[config.mk]
export PLATFORM = sky130hd
export DESIGN_NAME = ats_cordic
export DESIGN_NICKNAME = d
export VERILOG_FILES = /design/src/rtl/core/ats_pkg.sv /design/src/rtl/core/ats_cordic.sv
export SDC_FILE = /design/constraint.sdc
export NUM_CORES = 2
export LEC_CHECK = 0
export BUFFER_PORTS_ARGS = -buffer_cell sky130_fd_sc_hd__buf_2
export CAP_MARGIN = 25
export CORE_MARGIN = 5
export CORE_UTILIZATION = 50
export CTS_CLUSTER_DIAMETER = 60
export CTS_CLUSTER_SIZE = 40
export DETAILED_ROUTE_END_ITERATION = 16
export HOLD_SLACK_MARGIN = 0.1
export PLACE_DENSITY = 0.7
export SYNTH_ARGS = -nofsm -noshare
export SYNTH_HDL_FRONTEND = slang
export SYNTH_SLANG_ARGS = --single-unit
[constraint.sdc]
create_clock -name i_clk -period 21.7 [get_ports i_clk]
set_input_delay 5.425 -clock i_clk [delete_from_list [all_inputs] [get_ports i_clk]]
set_output_delay 5.425 -clock i_clk [all_outputs]
set_load 0.005 [all_outputs]
[src/rtl/core/ats_pkg.sv]
package ats_pkg;

    localparam int CFG_DATA_W  = 24;
    localparam int CFG_INDEX_W = 3;

    // cordic angle accumulator, radians with 23 fraction bits
    localparam int ANGLE_W = 26;

    localparam int GAIN_SHIFT     = 12;
    localparam int COEF_SHIFT     = 12;
    localparam int VOL_SHIFT      = 16;
    localparam int THRESH_FRAC    = 23;
    localparam int WET_SHIFT_BASE = 35;
    localparam int BLEND_FULL     = 100;

    // divide by 100 one radix-256 digit at a time
    localparam int DIV_DIGIT_W     = 8;
    localparam int DIV_REM_W       = 7;
    localparam int DIV_PROD_W      = 28;
    localparam int DIV_RECIP       = 5243;
    localparam int DIV_RECIP_SHIFT = 19;

    typedef enum logic [CFG_INDEX_W-1:0] {
        CFG_OPERATE_MODE   = 3'd0,
        CFG_INPUT_GAIN     = 3'd1,
        CFG_SAT_COEF       = 3'd2,
        CFG_NEG_SCALE      = 3'd3,
        CFG_CLIP_THRESHOLD = 3'd4,
        CFG_BLEND_PERCENT  = 3'd5,
        CFG_VOLUME         = 3'd6
    } t_cfg_reg;

    typedef struct packed {
        logic        operate_mode;
        logic [21:0] input_gain;
        logic [14:0] sat_coef;
        logic [15:0] neg_scale;
        logic [23:0] clip_threshold;
        logic [6:0]  blend_percent;
        logic [16:0] volume;
    } t_cfg;

    localparam t_cfg CFG_RESET = '{
        operate_mode:   1'b0,
        input_gain:     22'd4096,
        sat_coef:       15'd4096,
        neg_scale:      16'd5215,
        clip_threshold: 24'd8388608,
        blend_percent:  7'd0,
        volume:         17'd65
    };

    // atan(2^-i)
    function automatic logic signed [ANGLE_W-1:0] atan_angle(input int idx);
        case (idx)
            0:       return 26'sd6588397;
            1:       return 26'sd3889358;
            2:       return 26'sd2055030;
            3:       return 26'sd1043165;
            4:       return 26'sd523607;
            5:       return 26'sd262059;
            6:       return 26'sd131061;
            7:       return 26'sd65535;
            8:       return 26'sd32768;
            9:       return 26'sd16384;
            10:      return 26'sd8192;
            11:      return 26'sd4096;
            12:      return 26'sd2048;
            13:      return 26'sd1024;
            default: return '0;
        endcase
    endfunction

endpackage

[src/rtl/core/ats_cordic.sv]
module ats_cordic #(
    parameter int SAMPLE_BITS     = 24,
    parameter int ATAN_TABLE_BITS = 10,
    parameter int TAG_W           = 60
) (
    input  logic                                i_clk,
    input  logic                                i_rst_n,
    input  logic                                i_valid,
    output logic                                o_ready,
    input  logic signed [SAMPLE_BITS+8:0]       i_arg,
    input  logic [TAG_W-1:0]                    i_tag,
    output logic                                o_valid,
    input  logic                                i_ready,
    output logic signed [ats_pkg::ANGLE_W-1:0]  o_theta,
    output logic [TAG_W-1:0]                    o_tag
);
    import ats_pkg::*;

    localparam int NS = ATAN_TABLE_BITS;
    localparam int CW = SAMPLE_BITS + 10;

    // x starts at 1.0
    localparam logic signed [CW-1:0] X_INIT = {{10{1'b0}}, 1'b1, {(SAMPLE_BITS-1){1'b0}}};

    logic [NS-1:0] r_vld;
    logic [NS:0]   adv;
    logic [NS-1:0] vld_in;

    logic signed [CW-1:0]      r_x   [NS];
    logic signed [CW-1:0]      r_y   [NS];
    logic signed [ANGLE_W-1:0] r_z   [NS];
    logic [TAG_W-1:0]          r_tag [NS];

    assign adv[NS] = i_ready;
    assign vld_in  = {r_vld[NS-2:0], i_valid};

    always_ff @(posedge i_clk) begin
        if (!i_rst_n) begin
            r_vld <= '0;
        end else begin
            for (int k = 0; k < NS; k++) begin
                if (adv[k]) begin
                    r_vld[k] <= vld_in[k];
                end
            end
        end
    end

    genvar i;
    for (i = 0; i < NS; i++) begin : g_iter
        logic signed [CW-1:0]      px;
        logic signed [CW-1:0]      py;
        logic signed [ANGLE_W-1:0] pz;
        logic [TAG_W-1:0]          ptag;
        logic signed [CW-1:0]      xs;
        logic signed [CW-1:0]      ys;
        logic signed [CW-1:0]      n_x;
        logic signed [CW-1:0]      n_y;
        logic signed [ANGLE_W-1:0] n_z;

        if (i == 0) begin : g_first
            assign px   = X_INIT;
            assign py   = {i_arg[SAMPLE_BITS+8], i_arg};
            assign pz   = '0;
            assign ptag = i_tag;
        end else begin : g_next
            assign px   = r_x[i-1];
            assign py   = r_y[i-1];
            assign pz   = r_z[i-1];
            assign ptag = r_tag[i-1];
        end

        assign xs     = px >>> i;
        assign ys     = py >>> i;
        assign adv[i] = !r_vld[i] || adv[i+1];

        // rotate toward y = 0
        always_comb begin
            if (py[CW-1]) begin
                n_x = px - ys;
                n_y = py + xs;
                n_z = pz - atan_angle(i);
            end else begin
                n_x = px + ys;
                n_y = py - xs;
                n_z = pz + atan_angle(i);
            end
        end

        always_ff @(posedge i_clk) begin
            if (adv[i]) begin
                r_x[i]   <= n_x;
                r_y[i]   <= n_y;
                r_z[i]   <= n_z;
                r_tag[i] <= ptag;
            end
        end
    end

    assign o_ready = adv[0];
    assign o_valid = r_vld[NS-1];
    assign o_theta = r_z[NS-1];
    assign o_tag   = r_tag[NS-1];

    a_first_stage_holds: assert property (@(posedge i_clk) disable iff (!i_rst_n)
        (r_vld[0] && !adv[1]) |=> (r_vld[0] && $stable(r_tag[0])))
        else $error("cordic first stage lost or changed a stalled word");

endmodule

==> Yosys cells after proc, flatten, opt, wreduce, memory -nomap -nowiden <==
Memory sizes are Yosys's and may differ from the RTL's.
Index checks and enable logic that the tools add are counted.
{ "word_totals": {"in_bits": 97, "mem_count": 4, "out_inout_bits": 88, "reg_bits": 10, "word_cells": 141, "ram_bits": 1540} }
{ "mem_list": {"columns": ["memory", "words", "word_bits", "read_ports", "rd_ports_with_merged_regs", "write_ports", "line_no", "text"], "rows": [
  ["r_tag", 10, 60, 10, 0, 10, "ats_cordic.sv:32", "logic [TAG_W-1:0] r_tag [NS];"],
  ["r_x", 10, 34, 9, 0, 10, "ats_cordic.sv:29", "logic signed [CW-1:0] r_x [NS];"],
  ["r_y", 10, 34, 9, 0, 10, "ats_cordic.sv:30", "logic signed [CW-1:0] r_y [NS];"],
  ["r_z", 10, 26, 10, 0, 10, "ats_cordic.sv:31", "logic signed [ANGLE_W-1:0] r_z [NS];"]
]} }
{ "classes": {"n_reduce_logical": 20, "muxes": 50, "add_sub_neg": 57} }
{ "ops": {"columns": ["cell", "n"], "rows": [
  ["34-bit 2-to-1 mux", 20],
  ["26-bit 2-to-1 mux", 10],
  ["34-bit by 25-bit adder with 34-bit output", 2],
  ["34-bit by 26-bit adder with 34-bit output", 2],
  ["34-bit by 27-bit adder with 34-bit output", 2],
  ["34-bit by 28-bit adder with 34-bit output", 2],
  ["34-bit by 29-bit adder with 34-bit output", 2],
  ["34-bit by 30-bit adder with 34-bit output", 2],
  ["34-bit by 31-bit adder with 34-bit output", 2],
  ["34-bit by 32-bit adder with 34-bit output", 2],
  ["34-bit by 33-bit adder with 34-bit output", 2],
  ["34-bit by 25-bit subtractor with 34-bit output", 2],
  ["34-bit by 26-bit subtractor with 34-bit output", 2],
  ["34-bit by 27-bit subtractor with 34-bit output", 2],
  ["34-bit by 28-bit subtractor with 34-bit output", 2],
  ["34-bit by 29-bit subtractor with 34-bit output", 2],
  ["34-bit by 30-bit subtractor with 34-bit output", 2],
  ["34-bit by 31-bit subtractor with 34-bit output", 2],
  ["34-bit by 32-bit subtractor with 34-bit output", 2],
  ["34-bit by 33-bit subtractor with 34-bit output", 2],
  ["26-bit by 17-bit adder with 26-bit output (second input constant)", 2],
  ["26-bit by 17-bit subtractor with 26-bit output (second input constant)", 2],
  ["25-bit by 33-bit adder with 34-bit output (first input constant)", 1],
  ["25-bit by 33-bit subtractor with 34-bit output (first input constant)", 1],
  ["other kinds (18)", 55]
]} }

==> Logic depth before layout (Yosys ltp) <==
{ "logic_depth": {"ltp_word": 13, "mapped_depth": 22, "depth_no_buf": 22} }

==> Worst setup path before layout <==
OpenSTA, ideal clock, no wires.
{ "synth_timing": {"kind": "input -> output", "start": "input port i_ready", "end": "output port o_ready", "slack_ps": 3250, "required_ps": 16275, "path_buffers": 0, "t_arrival_ps": 13025, "stages": 7, "path_cell_list": "nor2b_1 and3_1 and3_1 and2_1 nand2_1 nor2_1 nand3_1"} }
{ "synth_via": {"elab_chain_len": 10} }
{ "synth_rtl": {"columns": ["item", "line_no", "text"], "rows": [
  ["from (decl)", "ats_cordic.sv:13", "input logic i_ready,"],
  ["1-bit logical OR (7 in series)", "ats_cordic.sv:75", "assign adv[i] = !r_vld[i] || adv[i+1];"],
  ["named net adv[3]", "ats_cordic.sv:26", "logic [NS:0] adv;"],
  ["1-bit logical OR (3 in series)", "ats_cordic.sv:75", null],
  ["to (decl)", "ats_cordic.sv:9", "output logic o_ready,"]
]} }
The timed path passes the listed nets, and every way through them passes these cells.

==> Final worst setup path <==
Ends and elaborated chain as after synthesis.

==> reports/metrics.csv <==
stage,metric,value,unit
logic_synthesis,top-count cell post-synth,edfxtp_1,
sta,final worst slack,7480,ps
die,Die Height,416,um
layout,Area Overhead vs Synth,8.99,%
sta,max-slew violation total from the final report,0,
run_status,status,finished clean,
critical_path,crit path kind,primary input to primary output,
place,placed cell area,0.0860,mm2
route,DRT Pass-1 Iters,5,
logic_synthesis,"top cells by area, synth","edfxtp_1 (50%), ha_1 (10%), xnor2_1 (7.0%), a21oi_1 (4.3%), xor2_1 (3.9%)",
route,routed wire length,171000,um
place,Setup WS pre-CTS,7450,ps
global_route,vias in the first global route,54400,
worst_hold_path,hold path start,r_tag[5][24]$_DFFE_PP_,
route,DR vias/cell,5.59,
clocking,Num Clock Sinks,1371,
sta,Final TNS setup,0,ps
route,Final ANT Viol Nets,0,
global_route,first-pass GRT wire length,280000,um
place,IO buf count,183,
critical_path,Critical Path Start Type,primary input,
layout,Final Net Count,8394,
die,# IOs,185,
layout,Final Cell Area,0.0899,mm2
place,post-DP HPWL,133000,um
critical_path,Worst EP required,16270,ps
die,core area,0.164,mm2
route,Detailed Route Iter0 Violations,3447,
critical_path,CP arrival,8790,ps
critical_path,Critical Path Fanout Max,28,
sta,Hold Fails Final Rpt,0,
clocking,post-CTS setup buffer count,0,
logic_synthesis,"EDFF count, synth",1361,
sta,Final period util,65.5,%
clocking,CTS tree,built,
logic_synthesis,Synth async-reset ratio,0,%
logic_synthesis,Synth cell types,101,
logic_synthesis,YS warnings,0,
critical_path,R2R Path Start,r_y[6][7]$_DFFE_PP_,
place,gpl congestion,0.912,
die,Rows,149,
sta,Hold Worst Slack,401,ps
logic_synthesis,Mapped Cells,7406,
layout,layout cell share with drive strength beyond 1,6.08,%
logic_synthesis,"Avg Cell Area, Syn",11.1,um2
logic_synthesis,Mapped Area,0.0825,mm2
clocking,clock-pin transition on the worst setup and hold timing paths,110,ps
clocking,clk root buf,clkbuf_16,
sta,Slew HR,27.8,%
route,vias,55200,
sta,setup violators final,0,
clocking,post-CTS sizing,0,
clocking,TritonCTS buffer count,99,
global_route,antenna violations before repair,0,
job,MaxCap Viol Count,0,
critical_path,CP Launch Point,i_ready,
logic_synthesis,register area share after synthesis,49.8,%
worst_hold_path,worst min path class,register to register,
global_route,Global Route Usage Sum,19.4,%
global_route,largest net degree at the start of global routing,86,
die,Die X,416,um
logic_synthesis,synth cell count leaders,"edfxtp_1 (1361), a21oi_1 (709), ha_1 (680)",
clocking,worst skew pair latency,770,ps
die,Initial Util,50.2,%
clocking,Clock Path Buffers,3,
logic_synthesis,top cell type's share of synthesized area,49.5,%
sta,RSZ-0062 raised after global routing,no,
clocking,# hold bufs at CTS,0,
logic_synthesis,"Primary FF master, synth",edfxtp_1,
sta,fmax,0.0703,GHz
sta,Tmin final,14220,ps
critical_path,Setup crit end kind,primary output,
global_route,GRT Residual Overflow,0,
sta,Final Skew,74.6,ps
route,DR WL/cell,17.3,um
logic_synthesis,"area leader, netlist",edfxtp_1,
sta,Slew @ Worst Pin,1070,ps
die,die footprint,0.173,mm2
route,Residual DRC,0,
logic_synthesis,Seq cells post-synth,1371,
clocking,H-tree depth reported by CTS,3,
flip-flops by register name, indices dropped and copies added (netlist names):
name,flops
r_x,264
r_vld,10
r_z,225
r_tag,600
r_y,272
per-layer routing:
metal | up-vias | wire [um] | track usage (%)
met5 | - | 0 | 0
met4 | 0 | 7890 | 8.17
met3 | 377 | 4800 | 2.02
met2 | 1097 | 84700 | 34.5
met1 | 25800 | 73200 | 24.0
li1 | 27900 | - | -
critical path, cell delays in order:
cell,delay [ps]
buf_2,90
nor2b_1,390
and3_1,430
and3_1,320
and2_1,330
nand2_4,290
nor2_1,650
nand3_4,530
buf_2,310
layout make-up:
type | instances | area, um2
Timing Repair Buffer | 215 | 1160
Fill cell | 13900 | 74500
Clock buffer | 104 | 2540
Antenna cell | 2 | 5.00
Inverter | 297 | 1140
Clock inverter | 83 | 1400
Sequential cell | 1371 | 41100
Multi-Input combinational cell | 5610 | 39900
Tap cell | 2189 | 2740
path summary, 6_finish.rpt:
| kind | slack, ps | cells past startpoint | to |
|---|---|---|---|
| setup / recovery | 7480 | 9 | o_ready |
| hold / removal | 400 | 0 | r_tag[6][24]$_DFFE_PP_ |
| setup reg to reg | 16360 | 18 | r_x[7][32]$_DFFE_PP_ |
| hold reg to reg | 400 | 0 | r_tag[6][24]$_DFFE_PP_ |
cell families (layout without fill, tap and decap cells):
logic type      count (synthesis)  count (layout)  synth area share [%]
compound gates               1963            1963                  15.1
simple gates                 1895            1895                  11.1
buf+inv                       426             699                  1.94
other cells                     1               4               0.00455
fa+ha+maj                     703             703                  10.9
flops                        1371            1371                  49.8
mux                            20              20                 0.255
xor+xnor                     1027            1027                  10.9
placed cells by master (no fill, tap or decap), types with 85 or more instances in the layout:
master     instances
o21a_1            93
xor2_1           368
ha_1             680
nor3_1           196
inv_1            291
nor2_1           622
a21o_1           344
a31oi_1           99
a21oi_1          709
o21ai_0          210
nand2b_1          85
nor2b_1           99
o21ai_1           92
buf_2            183
edfxtp_1        1361
clkbuf_16        101
nand2_1          386
xnor2_1          658
nand3_1          103
stage by stage:
| step | utilization [%] | std cells |
|---|---|---|
| floorplan | - | 7407 |
| global placement | 52.3 | 9682 |
| detailed placement | 52.3 | 9682 |
| CTS | 54.7 | 9869 |
| global route | 54.7 | 9869 |
| finish | 54.7 | 9871 |
Power is not shown: default switching activity piles up to over one toggle a cycle in this logic, so the estimate is an artifact.
