===== src/rtl/core/ats_pkg.sv =====
package ats_pkg;

    localparam int CFG_DATA_W  = 24;
    localparam int CFG_INDEX_W = 3;

    // cordic angle accumulator, radians with 23 fraction bits
    localparam int ANGLE_W = 26;

    localparam int GAIN_SHIFT     = 12;
    localparam int COEF_SHIFT     = 12;
    localparam int VOL_SHIFT      = 16;
    localparam int THRESH_FRAC    = 23;
    localparam int WET_SHIFT_BASE = 35;
    localparam int BLEND_FULL     = 100;

    // divide by 100 one radix-256 digit at a time
    localparam int DIV_DIGIT_W     = 8;
    localparam int DIV_REM_W       = 7;
    localparam int DIV_PROD_W      = 28;
    localparam int DIV_RECIP       = 5243;
    localparam int DIV_RECIP_SHIFT = 19;

    typedef enum logic [CFG_INDEX_W-1:0] {
        CFG_OPERATE_MODE   = 3'd0,
        CFG_INPUT_GAIN     = 3'd1,
        CFG_SAT_COEF       = 3'd2,
        CFG_NEG_SCALE      = 3'd3,
        CFG_CLIP_THRESHOLD = 3'd4,
        CFG_BLEND_PERCENT  = 3'd5,
        CFG_VOLUME         = 3'd6
    } t_cfg_reg;

    typedef struct packed {
        logic        operate_mode;
        logic [21:0] input_gain;
        logic [14:0] sat_coef;
        logic [15:0] neg_scale;
        logic [23:0] clip_threshold;
        logic [6:0]  blend_percent;
        logic [16:0] volume;
    } t_cfg;

    localparam t_cfg CFG_RESET = '{
        operate_mode:   1'b0,
        input_gain:     22'd4096,
        sat_coef:       15'd4096,
        neg_scale:      16'd5215,
        clip_threshold: 24'd8388608,
        blend_percent:  7'd0,
        volume:         17'd65
    };

    // atan(2^-i)
    function automatic logic signed [ANGLE_W-1:0] atan_angle(input int idx);
        case (idx)
            0:       return 26'sd6588397;
            1:       return 26'sd3889358;
            2:       return 26'sd2055030;
            3:       return 26'sd1043165;
            4:       return 26'sd523607;
            5:       return 26'sd262059;
            6:       return 26'sd131061;
            7:       return 26'sd65535;
            8:       return 26'sd32768;
            9:       return 26'sd16384;
            10:      return 26'sd8192;
            11:      return 26'sd4096;
            12:      return 26'sd2048;
            13:      return 26'sd1024;
            default: return '0;
        endcase
    endfunction

endpackage


===== src/rtl/core/ats_mix.sv =====
module ats_mix #(
    parameter int SAMPLE_BITS = 24
) (
    input  logic                                i_clk,
    input  logic                                i_rst_n,
    input  ats_pkg::t_cfg                       i_cfg,
    input  logic                                i_valid,
    output logic                                o_ready,
    input  logic signed [ats_pkg::ANGLE_W-1:0]  i_theta,
    input  logic [2*SAMPLE_BITS+11:0]           i_tag,
    output logic                                o_valid,
    input  logic                                i_ready,
    output logic signed [SAMPLE_BITS-1:0]       o_left,
    output logic signed [SAMPLE_BITS-1:0]       o_right
);
    import ats_pkg::*;

    localparam int SB        = SAMPLE_BITS;
    localparam int GW        = SB + 5;
    localparam int NW        = GW + 8;
    localparam int NDIG      = (NW + DIV_DIGIT_W - 1) / DIV_DIGIT_W;
    localparam int MW        = NDIG * DIV_DIGIT_W;
    localparam int VW        = DIV_REM_W + DIV_DIGIT_W;
    localparam int WET_SHIFT = WET_SHIFT_BASE - (SB - 1);
    localparam int NS        = NDIG + 4;
    localparam int ST_MUL    = NDIG + 2;
    localparam int ST_OUT    = NDIG + 3;

    localparam logic signed [SB-1:0] S_HI = {1'b0, {(SB-1){1'b1}}};
    localparam logic signed [SB-1:0] S_LO = {1'b1, {(SB-1){1'b0}}};

    logic [NS-1:0] r_vld;
    logic [NS:0]   adv;
    logic [NS-1:0] vld_in;

    assign adv[NS] = i_ready;
    assign vld_in  = {r_vld[NS-2:0], i_valid};

    genvar k;
    for (k = 0; k < NS; k++) begin : g_adv
        assign adv[k] = !r_vld[k] || adv[k+1];
    end

    always_ff @(posedge i_clk) begin
        if (!i_rst_n) begin
            r_vld <= '0;
        end else begin
            for (int s = 0; s < NS; s++) begin
                if (adv[s]) begin
                    r_vld[s] <= vld_in[s];
                end
            end
        end
    end

    // stage 0: scale the arctangent into the wet word, or pass the clip for positive words
    logic                           t_mode;
    logic                           t_pos;
    logic signed [GW-1:0]           t_g;
    logic signed [GW-1:0]           t_w;
    logic signed [16:0]             nsc_s;
    logic signed [ANGLE_W+16:0]     prod_w;
    logic signed [GW-1:0]           wet_neg;
    logic signed [GW-1:0]           r0_wet;
    logic signed [GW-1:0]           r0_g;
    logic signed [GW-1:0]           r0_w;
    logic                           r0_mode;

    assign t_mode  = i_tag[2*GW+1];
    assign t_pos   = i_tag[2*GW];
    assign t_g     = i_tag[2*GW-1:GW];
    assign t_w     = i_tag[GW-1:0];
    assign nsc_s   = {1'b0, i_cfg.neg_scale};
    assign prod_w  = nsc_s * i_theta;
    assign wet_neg = prod_w[WET_SHIFT+GW-1:WET_SHIFT];

    always_ff @(posedge i_clk) begin
        if (adv[0]) begin
            r0_wet  <= t_pos ? t_w : wet_neg;
            r0_g    <= t_g;
            r0_w    <= t_w;
            r0_mode <= t_mode;
        end
    end

    // stage 1: weighted sum, split into sign and magnitude
    logic [6:0]           b7;
    logic [6:0]           nb7;
    logic signed [7:0]    b_s;
    logic signed [7:0]    nb_s;
    logic signed [NW-1:0] n1_wb;
    logic signed [NW-1:0] n1_gb;
    logic signed [NW-1:0] n1_sum;
    logic [NW-1:0]        n1_mag;
    logic                 r1_sign;
    logic [MW-1:0]        r1_mag;
    logic                 r1_mode;
    logic signed [SB-1:0] r1_bl;
    logic signed [SB-1:0] r1_br;

    assign b7     = (i_cfg.blend_percent > 7'(BLEND_FULL)) ? 7'(BLEND_FULL) : i_cfg.blend_percent;
    assign nb7    = 7'(BLEND_FULL) - b7;
    assign b_s    = {1'b0, b7};
    assign nb_s   = {1'b0, nb7};
    assign n1_wb  = r0_wet * b_s;
    assign n1_gb  = r0_g * nb_s;
    assign n1_sum = n1_wb + n1_gb;
    assign n1_mag = n1_sum[NW-1] ? -n1_sum : n1_sum;

    always_ff @(posedge i_clk) begin
        if (adv[1]) begin
            r1_sign <= n1_sum[NW-1];
            r1_mag  <= MW'(n1_mag);
            r1_mode <= r0_mode;
            r1_bl   <= r0_g[SB-1:0];
            r1_br   <= r0_w[SB-1:0];
        end
    end

    // digit stages: magnitude / 100, most significant digit first
    logic [MW-1:0]          r_dm    [NDIG];
    logic [MW-1:0]          r_dq    [NDIG];
    logic [DIV_REM_W-1:0]   r_drem  [NDIG];
    logic                   r_dsign [NDIG];
    logic                   r_dmode [NDIG];
    logic signed [SB-1:0]   r_dbl   [NDIG];
    logic signed [SB-1:0]   r_dbr   [NDIG];

    genvar j;
    for (j = 0; j < NDIG; j++) begin : g_digit
        logic [MW-1:0]           pm;
        logic [MW-1:0]           pq;
        logic [DIV_REM_W-1:0]    prem;
        logic                    psign;
        logic                    pmode;
        logic signed [SB-1:0]    pbl;
        logic signed [SB-1:0]    pbr;
        logic [VW-1:0]           v;
        logic [DIV_PROD_W-1:0]   qp;
        logic [DIV_DIGIT_W-1:0]  qd;
        logic [VW-1:0]           qx;
        logic [VW-1:0]           remw;
        logic [MW-1:0]           n_q;

        if (j == 0) begin : g_first
            assign pm    = r1_mag;
            assign pq    = '0;
            assign prem  = '0;
            assign psign = r1_sign;
            assign pmode = r1_mode;
            assign pbl   = r1_bl;
            assign pbr   = r1_br;
        end else begin : g_next
            assign pm    = r_dm[j-1];
            assign pq    = r_dq[j-1];
            assign prem  = r_drem[j-1];
            assign psign = r_dsign[j-1];
            assign pmode = r_dmode[j-1];
            assign pbl   = r_dbl[j-1];
            assign pbr   = r_dbr[j-1];
        end

        // v < 25600, reciprocal is exact over that range
        assign v    = {prem, pm[MW-1-DIV_DIGIT_W*j -: DIV_DIGIT_W]};
        assign qp   = DIV_PROD_W'(v) * DIV_PROD_W'(DIV_RECIP);
        assign qd   = qp[DIV_RECIP_SHIFT +: DIV_DIGIT_W];
        assign qx   = VW'(qd) * VW'(BLEND_FULL);
        assign remw = v - qx;

        always_comb begin
            n_q = pq;
            n_q[MW-1-DIV_DIGIT_W*j -: DIV_DIGIT_W] = qd;
        end

        always_ff @(posedge i_clk) begin
            if (adv[j+2]) begin
                r_dm[j]    <= pm;
                r_dq[j]    <= n_q;
                r_drem[j]  <= remw[DIV_REM_W-1:0];
                r_dsign[j] <= psign;
                r_dmode[j] <= pmode;
                r_dbl[j]   <= pbl;
                r_dbr[j]   <= pbr;
            end
        end
    end

    // volume multiply
    logic signed [GW:0]    qn;
    logic signed [GW:0]    mixv;
    logic signed [17:0]    vol_s;
    logic signed [SB+23:0] n2_prod;
    logic signed [SB+23:0] r2_prod;
    logic                  r2_mode;
    logic signed [SB-1:0]  r2_bl;
    logic signed [SB-1:0]  r2_br;

    assign qn      = {1'b0, r_dq[NDIG-1][GW-1:0]};
    assign mixv    = r_dsign[NDIG-1] ? -qn : qn;
    assign vol_s   = {1'b0, i_cfg.volume};
    assign n2_prod = mixv * vol_s;

    always_ff @(posedge i_clk) begin
        if (adv[ST_MUL]) begin
            r2_prod <= n2_prod;
            r2_mode <= r_dmode[NDIG-1];
            r2_bl   <= r_dbl[NDIG-1];
            r2_br   <= r_dbr[NDIG-1];
        end
    end

    // output register with final saturation
    logic signed [SB+7:0] rs;
    logic signed [SB-1:0] sat_o;
    logic signed [SB-1:0] r3_left;
    logic signed [SB-1:0] r3_right;
    logic                 r3_mode;

    assign rs = r2_prod[SB+23:VOL_SHIFT];

    always_comb begin
        if (&rs[SB+7:SB-1] || ~|rs[SB+7:SB-1]) begin
            sat_o = rs[SB-1:0];
        end else begin
            sat_o = rs[SB+7] ? S_LO : S_HI;
        end
    end

    always_ff @(posedge i_clk) begin
        if (adv[ST_OUT]) begin
            r3_left  <= r2_mode ? sat_o : r2_bl;
            r3_right <= r2_mode ? sat_o : r2_br;
            r3_mode  <= r2_mode;
        end
    end

    assign o_ready = adv[0];
    assign o_valid = r_vld[ST_OUT];
    assign o_left  = r3_left;
    assign o_right = r3_right;

    a_rem_in_range: assert property (@(posedge i_clk) disable iff (!i_rst_n)
        r_vld[NDIG+1] |-> (r_drem[NDIG-1] < DIV_REM_W'(BLEND_FULL)))
        else $error("division remainder out of range");

    a_operate_mono: assert property (@(posedge i_clk) disable iff (!i_rst_n)
        (r_vld[ST_OUT] && r3_mode) |-> (r3_left == r3_right))
        else $error("operate mode word differs between channels");

endmodule

===== config.mk =====
export PLATFORM = sky130hd
export DESIGN_NAME = ats_mix
export DESIGN_NICKNAME = d
export VERILOG_FILES = /design/src/rtl/core/ats_pkg.sv /design/src/rtl/core/ats_mix.sv
export SDC_FILE = /design/constraint.sdc
export NUM_CORES = 2
export LEC_CHECK = 0
export ABC_CLOCK_PERIOD_IN_PS = 10300
export BUFFER_PORTS_ARGS = -buffer_cell sky130_fd_sc_hd__buf_4
export CAP_MARGIN = 30
export CORE_ASPECT_RATIO = 0.6
export CORE_MARGIN = 2
export CORE_UTILIZATION = 50
export CTS_CLUSTER_SIZE = 16
export DETAILED_ROUTE_END_ITERATION = 10
export GPL_TIMING_DRIVEN = 1
export PLACE_DENSITY = 0.74
export SYNTH_ARGS = -nofsm -noshare
export SYNTH_HDL_FRONTEND = slang
export SYNTH_SLANG_ARGS = --single-unit

===== constraint.sdc =====
create_clock -name i_clk -period 10.3 [get_ports i_clk]
set_input_delay 2.06 -clock i_clk [delete_from_list [all_inputs] [get_ports i_clk]]
set_output_delay 2.06 -clock i_clk [all_outputs]
set_load 0.05 [all_outputs]

Word-level counts from Yosys, hierarchy flattened
Memories as Yosys holds them, arrays and structs flattened. A register that Yosys moved wholly into a read port is not among the register bits.
Index checks and enable logic that the tools add are counted.
{"block": "op_classes", "add_sub_neg": 9, "n_mul": 13, "n_lt_le_gt_ge": 1, "n_mux": 18, "reduce_logical": 22}
{"op": "$mul 15x13->27 const B", "n": 4}
{"op": "$mux 24", "n": 4}
{"op": "$mul 29x8->37", "n": 2}
{"op": "$mul 30x18->48", "n": 1}
{"op": "$mul 17x26->41", "n": 1}
{"op": "$add 37x37->37", "n": 1}
{"op": "$neg 37->37", "n": 1}
{"op": "$mux 36", "n": 1}
{"op": "$mul 8x5->5 const B", "n": 4}
{"op": "$mux 30", "n": 1}
{"op": "$neg 29->30", "n": 1}
{"op": "$mux 29", "n": 1}
{"op": "$sub 7x7->7", "n": 4}
{"op": "$logic_not 1->1", "n": 10}
{"op": "$logic_or 1x1->1", "n": 10}
{"op": "$mux 1", "n": 10}
{"op": "$reduce_and 9->1", "n": 1}
{"op": "$reduce_or 9->1", "n": 1}
{"op": "$gt 7x7->1 const B", "n": 1}
{"op": "$mux 7", "n": 1}
{"op": "$sub 5x7->7", "n": 1}
{"op": "$sub 7x7->7 const A", "n": 1}
{"op": "$mul 1x5->5 const AB", "n": 1}
{"block": "word_totals", "regBits": 275, "ram_bits": 685, "in_bits": 192, "output_inout_bits": 50, "wordCells": 92, "n_memories": 7}
{"memory": "r_dm", "words": 5, "width": 40, "read_ports": 4, "rd_ports_with_merged_regs": 0, "write_ports": 5, "line_no": "ats_mix.sv:121", "rtl": "logic [MW-1:0] r_dm [NDIG];"}
{"memory": "r_dq", "words": 5, "width": 40, "read_ports": 5, "rd_ports_with_merged_regs": 0, "write_ports": 5, "line_no": "ats_mix.sv:122", "rtl": "logic [MW-1:0] r_dq [NDIG];"}
{"memory": "r_dbl", "words": 5, "width": 24, "read_ports": 5, "rd_ports_with_merged_regs": 1, "write_ports": 5, "line_no": "ats_mix.sv:126", "rtl": "logic signed [SB-1:0] r_dbl [NDIG];"}
{"memory": "r_dbr", "words": 5, "width": 24, "read_ports": 5, "rd_ports_with_merged_regs": 1, "write_ports": 5, "line_no": "ats_mix.sv:127", "rtl": "logic signed [SB-1:0] r_dbr [NDIG];"}
{"memory": "r_drem", "words": 5, "width": 7, "read_ports": 4, "rd_ports_with_merged_regs": 0, "write_ports": 5, "line_no": "ats_mix.sv:123", "rtl": "logic [DIV_REM_W-1:0] r_drem [NDIG];"}
{"memory": "r_dmode", "words": 5, "width": 1, "read_ports": 5, "rd_ports_with_merged_regs": 1, "write_ports": 5, "line_no": "ats_mix.sv:125", "rtl": "logic r_dmode [NDIG];"}
{"memory": "1 more memories"}

Longest topological paths before layout
{"block": "logic_depth", "word_depth": 10, "depth_mapped": 36, "depth_no_buf": 31}

Least setup slack after synthesis
No wires, ideal clock.
{"block": "synth_path", "kind": "in2reg", "from": "input port i_cfg[18] (netlist name)", "to": "register r1_mag[21] (netlist: g_digit[0].pm[21]) (data pin)", "setup_ns": 0.264, "t_arrival_ns": 10.371, "t_required_ns": 10.036, "slack_ns": -0.335, "cell_stages": 33, "path_buffers": 6, "path_cell_list": "o21ai_0 -> a21oi_1 -> nor2b_1 -> clkbuf_1 -> clkbuf_1 -> inv_1 -> ha_1 -> inv_1 -> xnor2_1 -> clkbuf_1 -> clkbuf_1 -> nand2_1 -> fa_1 -> inv_1 -> fa_1 -> fa_1 -> fa_1 -> fa_1 -> inv_1 -> fa_1 -> inv_1 -> ha_1 -> clkbuf_1 -> a21o_1 -> or4b_2 -> a21oi_1 -> o31ai_1 -> o211a_1 -> o211a_1 -> nor3_2 -> clkbuf_1 -> a31oi_1 -> xor2_1"}
{"block": "synth_between", "elab_chain_cells": 7, "elab_cells_between_ends": 8, "cone_classes": "add/sub: 3; mul: 2; order compare: 1; mux: 2"}
{"element": "start, declared", "line_no": "ats_mix.sv:6", "rtl": "input ats_pkg::t_cfg i_cfg,"}
{"element": "$gt 7x7->1", "line_no": "ats_mix.sv:101", "rtl": "assign b7 = (i_cfg.blend_percent > 7'(BLEND_FULL)) ? 7'(BLEND_FULL) : i_cfg.blend_percent;"}
{"element": "$mux 7 *", "line_no": "ats_mix.sv:101"}
{"element": "$sub 7x7->7", "line_no": "ats_mix.sv:102", "rtl": "assign nb7 = 7'(BLEND_FULL) - b7;"}
{"element": "$mul 29x8->37", "line_no": "ats_mix.sv:106", "rtl": "assign n1_gb = r0_g * nb_s;"}
{"element": "$add 37x37->37 *", "line_no": "ats_mix.sv:107", "rtl": "assign n1_sum = n1_wb + n1_gb;"}
{"element": "$neg 37->37", "line_no": "ats_mix.sv:108", "rtl": "assign n1_mag = n1_sum[NW-1] ? -n1_sum : n1_sum;"}
{"element": "$mux 36 *", "line_no": "ats_mix.sv:108"}
{"element": "via n1_mag[21]", "line_no": "ats_mix.sv:94", "rtl": "logic [NW-1:0] n1_mag;"}
{"element": "end signal, assigned", "line_no": "ats_mix.sv:113", "rtl": "r1_mag <= MW'(n1_mag);"}
{"element": "end, declared", "line_no": "ats_mix.sv:96", "rtl": "logic [MW-1:0] r1_mag;"}
Mark *: on every way through the listed nets, which the timed path passes. The rest lies on a longest branch.
A chain may end at the register's enable or synchronous reset.

==> out/metrics.yaml <==
worstRegToRegCells: 29
clock_path_buffers: 3
synthMuxAreaShare_pct: 0.1020
min_path_cells: 0
crit_path_frequent_cell: "fa_1"
ys_seq_area_share_pct: 26.27
yosysWarnings: 0
slew_viol_final: 0
track_usage_pct: 23.52
antenna_found_initial: 13
drc: 0
vias: 53100
critical-path-slowest-cell: "fa_1"
finalCriticalPeriod_ns: 9.861
initial_core_util_pct: 50.21
rr_startpoint: "r_dq[0][169]"
min_from: "r0_w[9]"
port_buffers: 179
cts_sinks: 733
hold_path_class: "register to register"
fin_crit_sh_pct: 95.73
synth-seq-cells: 733
path_clk_slew_ns: 0.08
cp_data_arrival_time_ns: 10.26
syn_inst: 7683
hpwl_um: 155800
area_delta_synth_final_pct: 7.642
syn_area_sq_mm: 0.08344
synth_edf_count: 724
pin_count: 242
drt_iter0_drc: 4478
status: "complete, no violations"
critPathMaxStageDelay_ns: 0.54
gr-total-overflow: 0
root_buffer: "clkbuf_16"
grt_max_degree: 82
vias_per_cell: 5.259
tightest_slew_ns: 1.057
skew_ns: 0.03697
startpoint: "r_dq[0][169]"
tns_ns: 0
nets: 10230
synth_top_family_by_area: "adder cells"
yosys.area_share.simple_pct: 10.49
worstPathRequired_ns: 10.70
max_freq_mhz: 101.4
synth_xor_xnor_area_share_pct: 2.477
syn_nets: 10120
critical_path_class: "register to register"
final_layout_size_suffix_gt1_share_pct: 5.568
finalHoldViolations: 0
core_area_sq_mm: 0.1662
ys_types: 75
wl_per_cell_um: 19.20
ys_async_sr_fraction_pct: 0
drv_cap: 0
avgSynthCellArea_sq_um: 10.86
grt_pass1_vias: 57240
synth_adder_area_share_pct: 47.27
cts_tree: "yes"
ant_nets: 0
final_cell_mix: "inv_1, fa_1, nand2_1"
die_x_um: 531.4
rsz0062_at_grt: "no"
cts_max_level: 2
place_congestion: 0.9086
fillers: 13920
clock_latency_ns: 0.67
multi_input_area_sq_mm: 0.05363
cts_buffers: 61
postCtsSetupBuffers: 0
synth_compound_area_share_pct: 3.716
dr.pass1.iters: 6
dieArea_sq_mm: 0.1703
synth_ff_type: "edfxtp_1"
critPathLaunchType: "register"
crit_fanout: 12
finalSetupViolCount: 0
endpoint_kind: "register"
num_rows: 116
final_common_cell: "inv_1"
die_h_um: 320.4
max_slew_margin_pct: 29.19
grt_pass1_wl_um: 314800
register_area_sq_mm: 0.02192
wirelength_um: 193800
## state kept, by name, summed over array words and instances (netlist names), 9 cells and up
name / flops
r0_wet: 29
r_dbl: 120
g_digit.pbl: 24
g_digit.pm: 37
o_left: 24
r0_g: 29
r2_prod: 32
r_drem: 27
o_right: 24
g_digit.pbr: 24
r2_bl: 24
r_dbr: 120
r_dm: 80
r_vld: 9
r0_w: 24
r2_br: 24
r_dq: 68
## worst max-delay path: cells and delay by family (launching register included)
family	cells	cell delay, ns
and+or+nand+nor	8	2.51
adders and majority gates	7	3.42
xor gates and xnor gates	2	0.52
DFF	1	0.45
AOI/OAI and AO/OA	7	1.98
buffers and inverters	5	0.70
## cell families (layout without fill, tap and decap cells)
group / count (synthesis) / count (layout)
adders and majority gates: 2242 / 2242
muxes: 8 / 8
and+or+nand+nor: 1844 / 1844
AOI/OAI and AO/OA: 472 / 472
buffers and inverters: 2147 / 2313
DFF: 733 / 733
other: 1 / 6
xor gates and xnor gates: 236 / 236
## synthesized netlist by cell type, types with 10 or more instances
master,instances,area share (%)
or3_1,19,0.14
ha_1,725,11
nor2b_1,20,0.15
nor3_1,28,0.17
a21oi_1,131,0.79
nand2_1,936,4.2
and2_1,504,3.8
nand2b_1,23,0.17
fa_1,1517,36
a211oi_1,18,0.16
and3_1,30,0.22
xor2_1,60,0.63
o21a_1,35,0.31
nand3_1,32,0.19
o21ai_0,89,0.53
nand4_1,10,0.075
nor2_1,188,0.85
edfxtp_1,724,26
inv_1,1915,8.6
a21o_1,50,0.45
a31oi_1,19,0.14
o31ai_1,22,0.20
o211ai_1,14,0.13
xnor2_1,176,1.8
a21boi_0,10,0.090
clkbuf_1,227,1.0
## final timing paths
| path | slack [ns] | to |
|---|---|---|
| min | 0.39 | g_digit[0].pbr[9] |
| max reg2reg | 0.44 | r2_prod[47] |
| min reg2reg | 0.39 | g_digit[0].pbr[9] |
| max | 0.44 | r2_prod[47] |
## layer usage
metal | vias up | track usage [%] | wire length (um)
li1 | 23610 | - | -
met1 | 27020 | 35.29 | 86520
met2 | 2220 | 35.85 | 84790
met3 | 241 | 4.616 | 19060
met4 | 2 | 4.285 | 3422
met5 | - | 0 | 19
## area by class of cell
class                   instances  area share (%)
multi-input cells            4803           59.72
flip-flops and latches        733           24.41
inverters                    1915           8.009
well taps                    2242           3.123
repair buffers                284           2.527
clock buffers                  76           1.786
clock inverters                38          0.4165
diodes                          5         0.01393
## metrics by stage
stage	hold WS, ns	util [%]	instance area (sq um)	cells	setup slack [ns]
CTS	0.3887	54.01	89750	10090	0.4098
finish	0.3870	54.04	89810	10100	0.4394
global route	0.3920	54.04	89800	10090	0.03164
detailed placement	0.4045	52.82	87770	9974	0.003585
global placement	0.4003	52.77	87700	9969	0.09134
floorplan	0.4003	-	83450	7683	0.007876
## timing repair
action,CTS,global route
hold buffers,0,0
gates resized for setup,0,1
setup endpoints to repair,0,1
Power is not shown: default switching activity piles up to over one toggle a cycle in this logic, so the estimate is an artifact.
